## src/design/tod_pkg.sv

```systemverilog
// Shared types and constants for the time-of-day clock.
// No dependencies; imported by every module of the block.
package tod_pkg;

  localparam int unsigned MsWidth     = 32;
  localparam int unsigned PeriodWidth = 16;
  localparam int unsigned HourWidth   = 5;
  localparam int unsigned MinWidth    = 6;
  localparam int unsigned SecWidth    = 6;

  localparam logic [HourWidth-1:0]   HoursPerDay   = 5'd24;
  localparam logic [MinWidth-1:0]    MinsPerHour   = 6'd60;
  localparam logic [SecWidth-1:0]    SecsPerMin    = 6'd60;
  localparam logic [PeriodWidth-1:0] PeriodDefault = 16'd1000;

  // One polling request as held in the input register.
  typedef struct packed {
    logic [MsWidth-1:0] now_ms;
    logic               minute_button_level;
    logic               hour_button_level;
    logic               second_button_level;
  } tod_item_t;

  // One result item.
  typedef struct packed {
    logic [HourWidth-1:0] hours;
    logic [MinWidth-1:0]  minutes;
    logic [SecWidth-1:0]  seconds;
    logic                 dot_on;
    logic                 display_update;
  } tod_result_t;

endpackage

```

## src/design/tod_in_stage.sv

```systemverilog
// Input register of the time-of-day clock: captures one request per cycle while in_stall is low.
// Depends on tod_pkg; feeds tod_core.
module tod_in_stage (
  input  logic               clk,
  input  logic               rst,
  input  logic               in_valid,
  output logic               in_stall,
  input  tod_pkg::tod_item_t in_item,
  input  logic               advance,
  output logic               item_valid,
  output tod_pkg::tod_item_t item
);
  import tod_pkg::*;

  // Hold the registered request while the core cannot take it.
  assign in_stall = item_valid && !advance;

  always_ff @(posedge clk) begin
    if (rst) begin
      item_valid <= 1'b0;
    end else if (!in_stall) begin
      item_valid <= in_valid;
    end
  end

  always_ff @(posedge clk) begin
    if (!in_stall && in_valid) begin
      item <= in_item;
    end
  end

endmodule

```

## src/design/tod_core.sv

```systemverilog
// Time keeping core: hh:mm:ss counters, dot flag, button edge tracking and
// the result register. Depends on tod_pkg; driven by tod_in_stage.
module tod_core (
  input  logic                                 clk,
  input  logic                                 rst,
  input  logic [tod_pkg::PeriodWidth-1:0]      tick_period_ms,
  input  logic                                 item_valid,
  input  tod_pkg::tod_item_t                   item,
  output logic                                 advance,
  output logic                                 out_valid,
  input  logic                                 out_stall,
  output tod_pkg::tod_result_t                 result
);
  import tod_pkg::*;

  logic [HourWidth-1:0] hour_count, hour_count_next;
  logic [MinWidth-1:0]  minute_count, minute_count_next;
  logic [SecWidth-1:0]  second_count, second_count_next;
  logic                 dot_flag, dot_flag_next;
  logic                 minute_button_high, minute_button_high_next;
  logic                 hour_button_high, hour_button_high_next;
  logic                 second_button_high, second_button_high_next;
  logic [MsWidth-1:0]   last_second_ms, last_second_ms_next;
  logic                 update_next;
  logic                 fire;
  logic [MsWidth-1:0]   half_at;
  logic [MsWidth-1:0]   full_at;

  assign advance = !out_valid || !out_stall;
  assign fire    = item_valid && advance;

  // Compare points wrap at 2^32 like the millisecond counter.
  assign half_at = last_second_ms + {{(MsWidth-PeriodWidth+1){1'b0}},
                                     tick_period_ms[PeriodWidth-1:1]};
  assign full_at = last_second_ms + {{(MsWidth-PeriodWidth){1'b0}}, tick_period_ms};

  always_comb begin
    logic tick;
    logic min_carry;
    logic mfall, hfall, sfall;
    hour_count_next         = hour_count;
    minute_count_next       = minute_count;
    second_count_next       = second_count;
    dot_flag_next           = dot_flag;
    minute_button_high_next = minute_button_high;
    hour_button_high_next   = hour_button_high;
    second_button_high_next = second_button_high;
    last_second_ms_next     = last_second_ms;
    update_next             = 1'b0;
    tick      = 1'b0;
    min_carry = 1'b0;
    mfall     = 1'b0;
    hfall     = 1'b0;
    sfall     = 1'b0;

    if (!dot_flag && (item.now_ms > half_at)) begin
      dot_flag_next = 1'b1;
      update_next   = 1'b1;
    end

    // Advance one second with carry.
    if (item.now_ms > full_at) begin
      tick                = 1'b1;
      update_next         = 1'b1;
      dot_flag_next       = 1'b0;
      last_second_ms_next = item.now_ms;
      if (second_count + 6'd1 >= SecsPerMin) begin
        second_count_next = '0;
        min_carry         = 1'b1;
      end else begin
        second_count_next = second_count + 6'd1;
      end
    end

    if (tick && min_carry) begin
      if (minute_count + 6'd1 >= MinsPerHour) begin
        minute_count_next = '0;
        hour_count_next   = (hour_count + 5'd1 >= HoursPerDay) ? '0 : hour_count + 5'd1;
      end else begin
        minute_count_next = minute_count + 6'd1;
      end
    end

    // First falling edge in priority order wins; later buttons are left alone.
    mfall = minute_button_high && !item.minute_button_level;
    if (mfall) begin
      minute_button_high_next = 1'b0;
      update_next             = 1'b1;
      if (minute_count_next + 6'd1 >= MinsPerHour) begin
        minute_count_next = '0;
        hour_count_next   = (hour_count_next + 5'd1 >= HoursPerDay) ? '0 :
                            hour_count_next + 5'd1;
      end else begin
        minute_count_next = minute_count_next + 6'd1;
      end
    end else begin
      if (!minute_button_high && item.minute_button_level) begin
        minute_button_high_next = 1'b1;
      end
      hfall = hour_button_high && !item.hour_button_level;
      if (hfall) begin
        hour_button_high_next = 1'b0;
        update_next           = 1'b1;
        hour_count_next       = (hour_count_next + 5'd1 >= HoursPerDay) ? '0 :
                                hour_count_next + 5'd1;
      end else begin
        if (!hour_button_high && item.hour_button_level) begin
          hour_button_high_next = 1'b1;
        end
        sfall = second_button_high && !item.second_button_level;
        if (sfall) begin
          second_button_high_next = 1'b0;
          update_next             = 1'b1;
          second_count_next       = '0;
          last_second_ms_next     = item.now_ms;
          dot_flag_next           = 1'b0;
        end else if (!second_button_high && item.second_button_level) begin
          second_button_high_next = 1'b1;
        end
      end
    end
  end

  always_ff @(posedge clk) begin
    if (rst) begin
      hour_count         <= '0;
      minute_count       <= '0;
      second_count       <= '0;
      dot_flag           <= 1'b0;
      minute_button_high <= 1'b0;
      hour_button_high   <= 1'b0;
      second_button_high <= 1'b0;
      last_second_ms     <= '0;
      out_valid          <= 1'b0;
    end else begin
      if (advance) begin
        out_valid <= item_valid;
      end
      if (fire) begin
        hour_count         <= hour_count_next;
        minute_count       <= minute_count_next;
        second_count       <= second_count_next;
        dot_flag           <= dot_flag_next;
        minute_button_high <= minute_button_high_next;
        hour_button_high   <= hour_button_high_next;
        second_button_high <= second_button_high_next;
        last_second_ms     <= last_second_ms_next;
      end
    end
  end

  always_ff @(posedge clk) begin
    if (fire) begin
      result.hours          <= hour_count_next;
      result.minutes        <= minute_count_next;
      result.seconds        <= second_count_next;
      result.dot_on         <= dot_flag_next;
      result.display_update <= update_next;
    end
  end

  a_time_in_range: assert property (@(posedge clk) disable iff (rst)
    (hour_count < HoursPerDay) && (minute_count < MinsPerHour) &&
    (second_count < SecsPerMin))
    else $error("time counter out of range");

  a_state_hold_when_idle: assert property (@(posedge clk) disable iff (rst)
    !fire |=> $stable(hour_count) && $stable(minute_count) &&
              $stable(second_count) && $stable(last_second_ms))
    else $error("time state changed without a request");

  a_no_update_no_change: assert property (@(posedge clk) disable iff (rst)
    fire && !update_next |=> $stable(hour_count) && $stable(minute_count) &&
                             $stable(second_count) && $stable(dot_flag))
    else $error("time changed on a pass flagged as no update");

  a_result_matches_state: assert property (@(posedge clk) disable iff (rst)
    fire |=> (result.hours == hour_count) && (result.minutes == minute_count) &&
             (result.seconds == second_count) && (result.dot_on == dot_flag))
    else $error("result register disagrees with time state");

endmodule

```

## src/design/time_of_day_clock_with_set_buttons.sv

```systemverilog
// Top level of the time-of-day clock: tick period register, input register
// and time keeping core. Depends on tod_pkg, tod_in_stage and tod_core.
//
// Usage:
//   Each input request is one polling pass: a free-running millisecond stamp
//   now_ms and the three button pin levels (0 when pressed). Every request
//   gives exactly one result: hours, minutes, seconds, dot_on and a
//   display_update flag that is 1 when the dot, the tick or a button changed anything.
//   A request is taken at a clock edge with in_valid high and in_stall low;
//   a result is taken with out_valid high and out_stall low.
//   out_valid rises once an accepted request has passed the input register,
//   then the result register; one request per cycle is sustained while
//   out_stall is low, as the core handles each request in a single pass.
//   When the receiver stalls, the result holds; in_stall rises as soon as the
//   input register holds a request that cannot move on; nothing is dropped.
//   tick_period_ms is written with cfg_write/cfg_data while no request is in
//   flight. Reset (rst, synchronous) zeroes the time, dot and button state
//   and sets the period to 1000 ms.
module time_of_day_clock_with_set_buttons (
  input  logic                            clk,
  input  logic                            rst,
  input  logic                            cfg_write,
  input  logic [tod_pkg::PeriodWidth-1:0] cfg_data,
  input  logic                            in_valid,
  output logic                            in_stall,
  input  logic [tod_pkg::MsWidth-1:0]     now_ms,
  input  logic                            minute_button_level,
  input  logic                            hour_button_level,
  input  logic                            second_button_level,
  output logic                            out_valid,
  input  logic                            out_stall,
  output logic [tod_pkg::HourWidth-1:0]   hours,
  output logic [tod_pkg::MinWidth-1:0]    minutes,
  output logic [tod_pkg::SecWidth-1:0]    seconds,
  output logic                            dot_on,
  output logic                            display_update
);
  import tod_pkg::*;

  logic [PeriodWidth-1:0] tick_period_ms;
  tod_item_t              in_item;
  tod_item_t              item;
  logic                   item_valid;
  logic                   advance;
  tod_result_t            result;

  always_ff @(posedge clk) begin
    if (rst) begin
      tick_period_ms <= PeriodDefault;
    end else if (cfg_write) begin
      tick_period_ms <= cfg_data;
    end
  end

  assign in_item.now_ms              = now_ms;
  assign in_item.minute_button_level = minute_button_level;
  assign in_item.hour_button_level   = hour_button_level;
  assign in_item.second_button_level = second_button_level;

  tod_in_stage u_in_stage (
    .clk        (clk),
    .rst        (rst),
    .in_valid   (in_valid),
    .in_stall   (in_stall),
    .in_item    (in_item),
    .advance    (advance),
    .item_valid (item_valid),
    .item       (item)
  );

  tod_core u_core (
    .clk            (clk),
    .rst            (rst),
    .tick_period_ms (tick_period_ms),
    .item_valid     (item_valid),
    .item           (item),
    .advance        (advance),
    .out_valid      (out_valid),
    .out_stall      (out_stall),
    .result         (result)
  );

  assign hours          = result.hours;
  assign minutes        = result.minutes;
  assign seconds        = result.seconds;
  assign dot_on         = result.dot_on;
  assign display_update = result.display_update;

endmodule

```

## config.mk

```make
export PLATFORM = sky130hd
export DESIGN_NAME = time_of_day_clock_with_set_buttons
export DESIGN_NICKNAME = d
export VERILOG_FILES = /design/src/design/tod_pkg.sv /design/src/design/tod_in_stage.sv /design/src/design/tod_core.sv /design/src/design/time_of_day_clock_with_set_buttons.sv
export SDC_FILE = /design/constraint.sdc
export NUM_CORES = 1
export LEC_CHECK = 0
export ABC_AREA = 1
export BUFFER_PORTS_ARGS = -buffer_cell sky130_fd_sc_hd__buf_2
export CAP_MARGIN = 20
export CORE_AREA = 2 2 120 122
export CTS_CLUSTER_SIZE = 24
export DETAILED_ROUTE_END_ITERATION = 6
export DIE_AREA = 0 0 122 124
export PLACE_DENSITY = 0.86
export RECOVER_POWER = 100
export REMOVE_ABC_BUFFERS = 1
export SLEW_MARGIN = 20
export SYNTH_ARGS = -nofsm -noshare
export SYNTH_HDL_FRONTEND = slang
export SYNTH_SLANG_ARGS = --single-unit
```

## constraint.sdc

```tcl
create_clock -name clk -period 7.2 [get_ports clk]
set_input_delay 0.72 -clock clk [delete_from_list [all_inputs] [get_ports clk]]
set_output_delay 0.72 -clock clk [all_outputs]
set_load 0.03 [all_outputs]
```

## Word level (Yosys, flattened, before mapping)

Index checks and enable logic that the tools add are counted.

| operators by class | value |
|---|---|
| $add $sub $neg | 7 |
| multiply operators | 0 |
| div/mod/pow operators | 0 |
| order comparisons | 7 |
| eq/ne operators | 0 |
| shifts and indexed selects | 0 |
| muxes and demuxes | 35 |
| bitwise logic cells | 2 |
| reduce and logical (&&, ||, !) cells | 30 |

Operators with widths:

| cell | number |
|---|---|
| 32-bit 2-to-1 mux | 4 |
| 32-bit > comparator | 2 |
| 6-bit 2-to-1 mux | 9 |
| 5-bit 2-to-1 mux | 7 |
| 32-bit by 15-bit adder with 32-bit output | 1 |
| 32-bit by 16-bit adder with 32-bit output | 1 |
| 6-bit by 1-bit adder with 6-bit output (second input constant) | 3 |
| 6-bit >= comparator (second input constant) | 3 |
| 1-bit 2-to-1 mux | 15 |
| 1-bit logical AND | 11 |
| 1-bit zero test | 11 |
| 5-bit by 1-bit adder with 5-bit output (second input constant) | 2 |
| 5-bit >= comparator (second input constant) | 2 |
| 2-bit nonzero test | 3 |
| 4-bit AND reduction | 1 |
| 4-bit OR reduction | 1 |
| 3-bit AND reduction | 1 |
| 1-bit inverter | 2 |
| 2-bit AND reduction | 1 |
| 1-bit logical OR | 1 |

| storage, ports and cells | value |
|---|---|
| register bits | 125 |
| bits in latches | 0 |
| RAM bits | 0 |
| ROM bits | 0 |
| input port bits | 56 |
| word-level logic and storage cells | 101 |
| memories | 0 |

## Logic depth before layout (Yosys ltp)

Gate-level depths: netlist of the first run.

| depth | value |
|---|---|
| depth in word-level cells | 11 |
| mapped depth | 36 |

## Hierarchy

From an unflattened synthesis of the first run, not the netlist that was laid out.

| second synthesis, totals | value |
|---|---|
| cells, all modules | 1116 |
| area, all modules | 8857.2 µm² |

By module, submodules not included:

| module | times used | cells an instance | area an instance (µm²) | sequential area each (µm²) |
|---|---|---|---|---|
| tod_core | 1 | 984 | 7114.3 | 1651.6 |
| tod_in_stage | 1 | 42 | 1097.3 | 1071.0 |
| time_of_day_clock_with_set_buttons | 1 | 90 | 645.6 | 320.3 |

## Worst setup path before layout of the first run

OpenSTA, ideal clock, no wires.

| timing | value |
|---|---|
| path kind | reg-to-reg |
| from | register u_core.last_second_ms[0] |
| to | register u_core.result[16] (netlist name) |
| data arrival time | 4309 ps |
| required time | 6949 ps |
| setup slack | 2640 ps |
| stages on the path, launching flop included | 32 |
| buffers on the path | 1 |
| period minus slack after synthesis | 4560 ps |
| cell sequence | dfxtp_1 > ha_1 > inv_1 > fa_1 > o21ai_1 > a21boi_0 > o21ai_2 > a21boi_1 > o21ai_1 > a21boi_1 > o21ai_2 > nand2_1 > nor2_1 > nand2_1 > xor2_1 > ha_1 > nand2_1 > nor2_1 > nand2_1 > nor2_4 > nand2_2 > nand2_4 > nand3_2 > buf_6 > nand2_4 > nand2_4 > nor2_4 > nand4_4 > o21bai_2 > nand2_1 > nand2_1 > inv_1 |

| on the way | value |
|---|---|
| longest elaborated chain between the ends | 10 |
| elaborated cells between the ends (all ways) | 15 |
| classes of those cells | 3 x add/sub; 3 x order compare; 8 x mux; 1 x reduce/logical |

Ends and longest elaborated chain:

| element | line | source |
|---|---|---|
| from (decl) | tod_core.sv:23 | `logic [MsWidth-1:0] last_second_ms, last_second_ms_next;` |
| from (signal assigned) | tod_core.sv:147 | `last_second_ms <= last_second_ms_next;` |
| 32-bit by 16-bit adder with 32-bit output * | tod_core.sv:35 | `assign full_at = last_second_ms + {{(MsWidth-PeriodWidth){1'b0}}, tick_period_ms};` |
| 32-bit > comparator * | tod_core.sv:62 | `if (item.now_ms > full_at) begin` |
| 1-bit 2-to-1 mux | tod_core.sv:62 |  |
| 1-bit logical AND * | tod_core.sv:75 | `if (tick && min_carry) begin` |
| 5-bit 2-to-1 mux | tod_core.sv:75 |  |
| 5-bit by 1-bit adder with 5-bit output | - |  |
| 5-bit >= comparator | tod_core.sv:91, tod_core.sv:104 |  |
| 5-bit 2-to-1 mux | tod_core.sv:91, tod_core.sv:104 |  |
| 5-bit 2-to-1 mux (on tied branches) | tod_core.sv:101, tod_core.sv:89 |  |
| 5-bit 2-to-1 mux * | tod_core.sv:86 | `if (mfall) begin` |
| via u_core.hour_count_next[2] | tod_core.sv:16 | `logic [HourWidth-1:0] hour_count, hour_count_next;` |

Mark *: on every way through the listed nets, which the timed path passes. The rest lies on a longest branch.
A chain may end at the register's enable or synchronous reset.

## Final worst setup path of the first run

| timing | value |
|---|---|
| from | register u_core.last_second_ms[0] |
| to | register u_core.last_second_ms[10] |

| on the way | value |
|---|---|
| longest elaborated chain between the ends | 6 |

Ends and longest elaborated chain:

| element | line | source |
|---|---|---|
| 32-bit by 16-bit adder with 32-bit output * | tod_core.sv:35 |  |
| 32-bit > comparator * | tod_core.sv:62 |  |
| 32-bit 2-to-1 mux * | tod_core.sv:62 |  |
| 32-bit 2-to-1 mux | tod_core.sv:111 | `if (sfall) begin` |
| 32-bit 2-to-1 mux | tod_core.sv:101 | `if (hfall) begin` |
| 32-bit 2-to-1 mux * | tod_core.sv:86 |  |

Mark *: on every way between the ends. The rest lies on a longest branch, timed or not.

==> metrics.txt, run 1 <==
Num CTS Buffers=17; DR WL/cell=16.2 µm; cts hold-fix bufs=0; post-cts sizing count=0; GRT Residual Overflow=0; fin nets=1358; DRT iter0 DRCs=708; first-pass GRT wire length=37.4 mm; Setup crit end kind=flip-flop; Synth cell types=51; Synth Instances=1132; Core Footprint=0.0137 mm²; Seq cells post-synth=125; failing checks=capacitance limit, slew limit; remaining antenna violation count=0; die height=124 µm; Clk pwr share=0.409; worst slew pin tran=3130 ps; CP delay by family, top=simple AND/OR/NAND/NOR gates; postcts setup bufs=0; net load switching power=0.000687 W; routed vias=8261; clk sinks=125; P&R area growth vs syn=12.0%; Worst-path clk slew=60 ps; max incr delay on CP=610 ps; status=finished with violations; layout cells sized above 1=0.113; pwr/cell area=223 mW/mm²; via/cell ratio=5.93; Final Setup Violations=0; Seq/Total Area, Yosys=0.338; Pleak=4.44 nW; Syn. warnings=0; Compound-Gate Fraction of Synth Area=0.160; maximum vdd drop=0.206 mV; Max transition margin=-1.08; Cell Int Power=0.00156 W; Port Buf Inserts=76; Flop pwr share=0.374; DRC viols=0; critical path class=flip-flop to flip-flop; Detailed Routing Iterations Pass 1=5; number of diodes=0; Synth Area in Simple Gates=0.223; hpwl dp=15.7 mm; Fin. Hold Viols=0; main combinational cell family by area after synthesis=simple AND/OR/NAND/NOR gates; post-place setup slack=1530 ps; GPL Wtd Cong=0.950; vias in the first global route=8131; DIE AREA=0.0151 mm²; Worst Setup Slack, final=1030 ps; Synth Cell Area=0.00900 mm²; deepest clock path buffer count=2; buffers plus inverters on the worst setup path=4; Setup crit start kind=flip-flop; CTS tree=built; gr usage total=0.316; setup TNS=0 ps; syn avg cell area=7.95 µm²; final wirelength=22.6 mm; crit path max fanout=21; Post-Synth Adder-Cell Area=0.145; required time of the worst setup path=7530 ps; die width=122 µm; largest net degree at the start of global routing=66; Starting Density=0.656; Gate power share=0.217; CTS H-tree lvls=4; critical path data arrival time=6510 ps; maximum capacitance violations=4; Final Max Tran Viols=195; CTS Root Cell=clkbuf_16; crit path time final=6170 ps; XOR/XNOR share of the synthesized area=0.0662; Boundary Pins=77; f_max=162 MHz; initial antenna violation count=0; RSZ-0062 raised after global routing=false; Clk Latency, worst-skew pair=430 ps; switch share=0.305; period utilization=0.858; row count=43; Worst path slowest cell=nand2_1; hold crit path type=input pin to flip-flop; cell mode on critical path=nand2_1; post-synthesis mux area share=0; Worst Skew=9.71 ps
==> through the flow <==
step	cell area, µm²	power (W)	hold slack, ps	util	cells
2_1_floorplan	8850	0.00119	429	-	1097
3_3_place_gp	9520	0.00131	439	0.694	1360
3_5_place_dp	9520	0.00133	457	0.694	1360
4_1_cts	10200	0.00225	456	0.740	1392
5_1_grt	10100	0.00235	454	0.735	1392
6_report	10100	0.00225	465	0.735	1392
==> Yosys cell counts (all sizes together) <==
master  count  area [µm²]
nor4        2        12.5
dfxtp      71        1420
xnor2      17         149
ha        101        1260
o31ai       2        15.0
xor2       51         447
and3        1        6.26
buf         7        40.0
nand4      17         143
a21o        3        22.5
fa          2        40.0
or2        16         100
a221oi     10        87.6
nand3b      1        20.0
o211ai     16         120
clkinv      1        3.75
a2111o      6        67.6
a21boi     10        78.8
nand2     240         953
inv       123         462
o221ai      4        35.0
o21bai      9        71.3
nand3      48         260
clkbuf     28         105
edfxtp     54        1620
or4         4        30.0
o21a        3        22.5
nor3b       1        7.51
o32ai       3        26.3
a211oi      2        15.0
o21ai      71         370
nor2       90         375
a21oi     102         510
nor3       16        96.4
==> per-layer routing <==
layer	share of wire	track usage
met5	0	0
met4	0.026	0.127
met3	0.070	0.0614
met2	0.49	0.558
met1	0.41	0.378
==> cell type report <==
| class | count | area (µm²) |
|---|---|---|
| clock buffer | 18 | 439 |
| clock inverter | 14 | 194 |
| fill | 1069 | 3640 |
| inverter | 124 | 465 |
| multi-input combinational | 848 | 5330 |
| sequential | 125 | 3040 |
| tap | 180 | 225 |
| timing repair buffer | 83 | 384 |
==> cells in the final DEF (no fill, tap or decap), types with 51 or more instances in the layout <==
cell type | Yosys | layout
a21oi_1 | 102 | 102
o21ai_0 | 56 | 60
buf_2 | 5 | 52
edfxtp_1 | 54 | 54
nand2_1 | 227 | 228
ha_1 | 101 | 101
inv_1 | 118 | 120
dfxtp_1 | 71 | 71
nor2_1 | 81 | 81
xor2_1 | 51 | 51
==> power groups by stage <==
stage          logic [W]  clock network (W)  registers, W
4_1_cts         0.000487           0.000923      0.000839
3_3_place_gp    0.000457                  0      0.000852
3_5_place_dp    0.000477                  0      0.000853
5_1_grt         0.000550           0.000952      0.000847
6_report        0.000488           0.000922      0.000842
2_1_floorplan   0.000338                  0      0.000853
==> worst paths after layout <==
path	startpoint	endpoint	slack, ps	cells past startpoint
setup / recovery	u_core.last_second_ms[0]$_SDFFE_PP0P_	u_core.last_second_ms[10]$_SDFFE_PP0P_	1030	28
hold / removal	now_ms[13]	u_in_stage.item[16]$_DFFE_PP_	460	1
setup reg to reg	u_core.last_second_ms[0]$_SDFFE_PP0P_	u_core.last_second_ms[10]$_SDFFE_PP0P_	1030	28
hold reg to reg	u_core.minute_button_high$_SDFFE_PP0P_	u_core.minute_button_high$_SDFFE_PP0P_	470	2
==> registers in the layout (all words and copies together) (netlist names), 5 cells and up <==
name and count:
u_in_stage.item 35, u_core.result 19, u_core.hour_count 5, u_core.second_count 6
u_core.last_second_ms 32, tick_period_ms 16, u_core.minute_count 6
==> logic make-up (layout without fill, tap and decap cells) <==
kind of cell,count (synthesis),in the layout
simple gates,436,436
compound gates,241,241
buf+inv,159,239
flops,125,125
fa+ha+maj,103,103
xor+xnor,68,68
(Power assumes the default switching activity.)
==> run 2, diff against run 1 <==
--- a/config.mk
+++ b/config.mk
@@ -12,8 +12,8 @@
 export CTS_CLUSTER_SIZE = 24
 export DETAILED_ROUTE_END_ITERATION = 6
 export DIE_AREA = 0 0 122 124
+export HOLD_SLACK_MARGIN = 0.1
 export PLACE_DENSITY = 0.86
-export RECOVER_POWER = 100
 export REMOVE_ABC_BUFFERS = 1
 export SLEW_MARGIN = 20
 export SYNTH_ARGS = -nofsm -noshare
==> metrics.txt, run 2 (synthesized netlist as in run 1, its figures left out) <==
Core Footprint=0.0137 mm² (unchanged); post-cts sizing count=0 (unchanged); Detailed Routing Iterations Pass 1=5 (unchanged); fin nets=1358 (unchanged); Clk Latency, worst-skew pair=430 ps (about the same); critical path class=flip-flop to flip-flop; crit path max fanout=21 (unchanged); final core occ=0.740 (+0.00529); GPL Wtd Cong=0.950 (unchanged); worst flop-to-flop path endpoint=u_core.last_second_ms[4]$_SDFFE_PP0P_; maximum vdd drop=0.207 mV (+0.26%); Worst Setup Slack, final=1430 ps (+403 ps); crit path to=u_core.last_second_ms[4]$_SDFFE_PP0P_; Pleak=4.53 nW (+2.0%); largest net degree at the start of global routing=66 (unchanged); FF-to-FF Start=u_core.last_second_ms[0]$_SDFFE_PP0P_; status=finished, final reports clean; cts hold-fix bufs=0 (unchanged); Worst-path clk slew=60 ps (about the same); DR WL/cell=16.2 µm (-0.21%); max reg flops=35 (unchanged); worst slew pin tran=1140 ps (-1990 ps); hpwl dp=15.7 mm (unchanged); CTS tree=built; RSZ-0062 raised after global routing=false; f_max=173 MHz (+7.0%); cell mode on critical path=nand2_1; clk sinks=125 (unchanged); required time of the worst setup path=7560 ps (+30 ps); layout cells sized above 1=0.144 (+0.0305); via/cell ratio=5.93 (-0.11%); hold crit path type=input pin to flip-flop; Setup crit start kind=flip-flop; DIE AREA=0.0151 mm² (unchanged); gr usage total=0.316 (unchanged); remaining antenna violation count=0 (unchanged); Boundary Pins=77 (unchanged); Num CTS Buffers=17 (unchanged); Worst path slowest cell=nand2_1; pwr/cell area=222 mW/mm² (-0.63%); DRT iter0 DRCs=703 (-0.71%); Worst Skew=8.91 ps (-0.804 ps); Final Max Tran Viols=0 (-100%); die height=124 µm (unchanged); number of diodes=0 (unchanged); vias in the first global route=8131 (unchanged); Max transition margin=0.242 (+1.33); crit path time final=5770 ps (-403 ps); DRC viols=0 (unchanged); Regs by FF count=u_in_stage.item x35, u_core.last_second_ms x32, u_core.result x19; Starting Density=0.656 (unchanged); critical path data arrival time=6130 ps (-380 ps); most common cell after layout, fill and taps aside=nand2_1; CTS H-tree lvls=4 (unchanged); P&R area growth vs syn=12.8%; postcts setup bufs=0 (unchanged); Worst Hold Depth=1 (unchanged); deepest clock path buffer count=2 (unchanged); initial antenna violation count=0 (unchanged); die width=122 µm (unchanged); worst setup path startpoint=u_core.last_second_ms[0]$_SDFFE_PP0P_; first-pass GRT wire length=37.4 mm (unchanged); final wirelength=22.6 mm (-0.21%); R2R Setup Slk=1430 ps (+400 ps); row count=43 (unchanged); max incr delay on CP=600 ps (about the same); period utilization=0.802 (-0.0560); Worst R2R Path Depth=28 (unchanged); GRT Residual Overflow=0 (unchanged); Fin. Hold Viols=0 (unchanged); most frequent cells in the layout=nand2_1, inv_1, a21oi_1; register bank with the most flops=u_in_stage.item; setup TNS=0 ps (unchanged); routed vias=8252 (-0.11%); Final Setup Violations=0 (unchanged); post-place setup slack=1530 ps (unchanged); Setup crit end kind=flip-flop; Power, Total=0.00225 W (about the same); CTS Root Cell=clkbuf_16; maximum capacitance violations=0 (-4); Port Buf Inserts=76 (unchanged)
[run 2: changes by cell type in the layout (fill, tap and decap cells not counted), moves of 2 or more]
cell      delta
nand3_1      -3
inv_1        -2
buf_4        +5
o21ai_0      -4
nand3_2      +3
o21ai_1      +3
inv_2        +2
buf_2       +24
clkbuf_1    -29
[run 2: critical path: cells and delay by family (launching register included)]
kind / cells / cell delay, ps
simple gates: 11 / 2090
compound gates: 9 / 1690
fa+ha+maj: 3 / 870
buf+inv: 4 / 490
flops: 1 / 380
xor+xnor: 1 / 150
[run 2: final cells by class]
class,instances,area (µm²)
repair buffers,83,433
fillers,1041,3570
inverters,124,465
flip-flops and latches,125,3040
clock inverters,14,194
multi-input cells,848,5350
well taps,180,225
clock buffers,18,439
[run 2: how the worst min path moves through the flow]
stage | from | slack, ps | to
6_report | now_ms[29] | 460 | u_in_stage.item[32]$_DFFE_PP_
5_1_grt | now_ms[15] | 450 | u_in_stage.item[18]$_DFFE_PP_
4_1_cts | now_ms[29] | 460 | u_in_stage.item[32]$_DFFE_PP_
3_5_place_dp | u_core.minute_button_high$_SDFFE_PP0P_ | 460 | u_core.minute_button_high$_SDFFE_PP0P_
3_3_place_gp | u_core.minute_button_high$_SDFFE_PP0P_ | 440 | u_core.minute_button_high$_SDFFE_PP0P_
2_1_floorplan | u_core.minute_button_high$_SDFFE_PP0P_ | 430 | u_core.minute_button_high$_SDFFE_PP0P_
[run 2: stage by stage]
stage                     std cells  area, µm²  hold slack (ps)
after floorplan                1097       8850              429
after global placement         1360       9520              439
after detailed placement       1360       9520              457
after CTS                      1392      10200              456
after global routing           1392      10200              454
final                          1392      10200              464
[run 2: where the power goes]
part           switching (W)  internal [W]
registers          0.0000484      0.000792
clock network       0.000334      0.000587
logic               0.000305      0.000187
total               0.000687       0.00157
[run 2: layer usage]
layer	track usage	share of wire
met1	0.378	0.42
met2	0.558	0.49
met5	0	0
met4	0.127	0.022
met3	0.0614	0.065
==> run 3, diff against run 2 <==
--- a/config.mk
+++ b/config.mk
@@ -8,12 +8,12 @@
 export ABC_AREA = 1
 export BUFFER_PORTS_ARGS = -buffer_cell sky130_fd_sc_hd__buf_2
 export CAP_MARGIN = 20
-export CORE_AREA = 2 2 120 122
+export CORE_AREA = 2 2 131 133
 export CTS_CLUSTER_SIZE = 24
 export DETAILED_ROUTE_END_ITERATION = 6
-export DIE_AREA = 0 0 122 124
+export DIE_AREA = 0 0 133 135
 export HOLD_SLACK_MARGIN = 0.1
-export PLACE_DENSITY = 0.86
+export PLACE_DENSITY = 0.77
 export REMOVE_ABC_BUFFERS = 1
 export SLEW_MARGIN = 20
 export SYNTH_ARGS = -nofsm -noshare
==> constraint.sdc (replaced) <==
create_clock -name clk -period 5.21 [get_ports clk]
set_input_delay 0.521 -clock clk [delete_from_list [all_inputs] [get_ports clk]]
set_output_delay 0.521 -clock clk [all_outputs]
set_load 0.03 [all_outputs]
==> metrics.txt, run 3 (synthesized netlist as in run 1, its figures left out) <==
status=finished, final reports clean; Final Max Tran Viols=0 (unchanged); Worst Setup Slack, final=420 ps (-1010 ps); Port Buf Inserts=76 (unchanged); FF-to-FF Start=u_core.last_second_ms[0]$_SDFFE_PP0P_; switch share=0.308 (+0.00272); P&R area growth vs syn=14.5%; DRT iter0 DRCs=461 (-34%); Gate power share=0.231 (+0.013); vias in the first global route=7516 (-7.6%); worst slew pin tran=815 ps (-320 ps); Clk Latency, worst-skew pair=430 ps (about the same); R2R Setup Slk=420 ps (-1010 ps); Worst path slowest cell=fa_2; pwr/cell area=290 mW/mm² (+31%); clk sinks=125 (unchanged); post-place setup slack=18.1 ps (-1520 ps); max reg flops=35 (unchanged); Setup crit end kind=flip-flop; period utilization=0.919 (+0.118); CTS Root Cell=clkbuf_16; worst flop-to-flop path endpoint=u_core.result[15]$_DFFE_PP_; max incr delay on CP=360 ps (-240 ps); Cell Int Power=0.00207 W (+32%); most frequent cells in the layout=nand2_1, inv_1, a21oi_1, ha_1, nor2_1; crit path max fanout=8 (-62%); maximum vdd drop=0.273 mV (+32%); Core Footprint=0.0164 mm² (+20%); GPL Wtd Cong=0.923 (-2.8%); Worst R2R Path Depth=30 (+7.1%); Starting Density=0.549 (-0.107); remaining antenna violation count=0 (unchanged); Boundary Pins=77 (unchanged); crit path time final=4790 ps (-982 ps); hpwl dp=15.5 mm (-1.4%); largest net degree at the start of global routing=65 (-1.5%); register bank with the most flops=u_in_stage.item; DIE AREA=0.0180 mm² (+19%); Pleak=4.58 nW (+1.2%); net load switching power=0.000920 W (+34%); DRC viols=0 (unchanged); Worst Hold Depth=1 (unchanged); f_max=209 MHz (+20%); Detailed Routing Iterations Pass 1=5 (unchanged); critical path data arrival time=4980 ps (-1150 ps); fin nets=1366 (+0.59%); gr usage total=0.253 (-0.0629); WHS Endpoint=u_in_stage.item[28]$_DFFE_PP_; final wirelength=21.7 mm (-3.9%); Clk pwr share=0.381 (-0.028); DR WL/cell=15.1 µm (-7.1%); row count=47 (+9.3%); routed vias=7871 (-4.6%); GRT Residual Overflow=0 (unchanged); hold crit path type=input pin to flip-flop; die height=135 µm (+8.9%); deepest clock path buffer count=2 (unchanged); worst hold path startpoint=now_ms[25]; Fin. Hold Viols=0 (unchanged); cts hold-fix bufs=0 (unchanged); required time of the worst setup path=5400 ps (-2160 ps); number of diodes=0 (unchanged); via/cell ratio=5.47 (-7.8%); Max transition margin=0.457 (+0.214); Worst Skew=10.0 ps (+1.10 ps); first-pass GRT wire length=36.2 mm (-3.3%); maximum capacitance violations=0 (unchanged); Final Setup Violations=0 (unchanged); most common cell after layout, fill and taps aside=nand2_1; critical path class=flip-flop to flip-flop; layout cells sized above 1=0.162 (+0.0187); Regs by FF count=u_in_stage.item x35, u_core.last_second_ms x32, u_core.result x19; CTS H-tree lvls=4 (unchanged); Setup crit start kind=flip-flop; initial antenna violation count=0 (unchanged); CTS tree=built; final core occ=0.628 (-0.112); cell mode on critical path=nand2_1; Flop pwr share=0.388 (+0.015); Worst-path clk slew=60 ps (about the same); Num CTS Buffers=17 (unchanged); die width=133 µm (+9.0%)
run 3: area by class of cell:
cell class              count  area, µm²
fillers                  1413       6100
multi-input cells         848       5420
flip-flops and latches    125       3040
repair buffers             91        538
clock buffers              25        495
inverters                 124        468
well taps                 220        275
clock inverters             7       62.6
run 3: stage by stage:
step                setup TNS, ps  hold WS, ps  total power (W)  std cells  instance area, µm²
finish                          0          261          0.00299       1440               10300
global route                -3.44          255          0.00315       1440               10300
CTS                             0          249          0.00299       1437               10200
detailed placement              0          447          0.00185       1405                9630
global placement                0          440          0.00183       1405                9630
floorplan                       0          429          0.00165       1097                8850
run 3: how the worst max path moves through the flow:
stage / to / startpoint / slack (ps) / cells past startpoint
2_1_floorplan: u_core.last_second_ms[10]$_SDFFE_PP0P_ / out_stall / 160 / 6
3_3_place_gp: u_core.result[15]$_DFFE_PP_ / u_core.last_second_ms[0]$_SDFFE_PP0P_ / 200 / 30
3_5_place_dp: u_core.result[15]$_DFFE_PP_ / u_core.last_second_ms[0]$_SDFFE_PP0P_ / 20 / 30
4_1_cts: u_core.result[15]$_DFFE_PP_ / u_core.last_second_ms[0]$_SDFFE_PP0P_ / 10 / 30
5_1_grt: u_core.hour_count[0]$_SDFFE_PP0P_ / u_core.last_second_ms[0]$_SDFFE_PP0P_ / -3 / 35
6_report: u_core.result[15]$_DFFE_PP_ / u_core.last_second_ms[0]$_SDFFE_PP0P_ / 420 / 30
run 3: repair_timing:
item / CTS / global route
setup buffers: 0 / 2
resized for setup: 0 / 23
setup endpoints to repair: 0 / 64
endpoints found under the hold margin: 0 / 0
run 3: worst max-delay path: cells and delay by family (launching register included):
family | cells | cell delay [ps]
compound gates | 9 | 1540
xor+xnor | 1 | 150
buf+inv | 4 | 320
simple gates | 13 | 1390
fa+ha+maj | 3 | 800
flops | 1 | 350
run 3: power groups by stage:
stage	clock, W	sequential (W)	combinational, W
floorplan	0	0.00118	0.000467
CTS	0.00115	0.00116	0.000676
global route	0.00119	0.00117	0.000786
detailed placement	0	0.00118	0.000668
finish	0.00114	0.00116	0.000692
global placement	0	0.00118	0.000650
run 3: metal layers:
layer / share of wire / up-vias / track usage / wire [µm]
met5: 0 / - / 0 / 0
met4: 0.028 / 0 / 0.103 / 615
met3: 0.059 / 53 / 0.0480 / 1280
met2: 0.46 / 244 / 0.418 / 10000
met1: 0.45 / 3566 / 0.327 / 9780
li1: - / 4008 / - / -
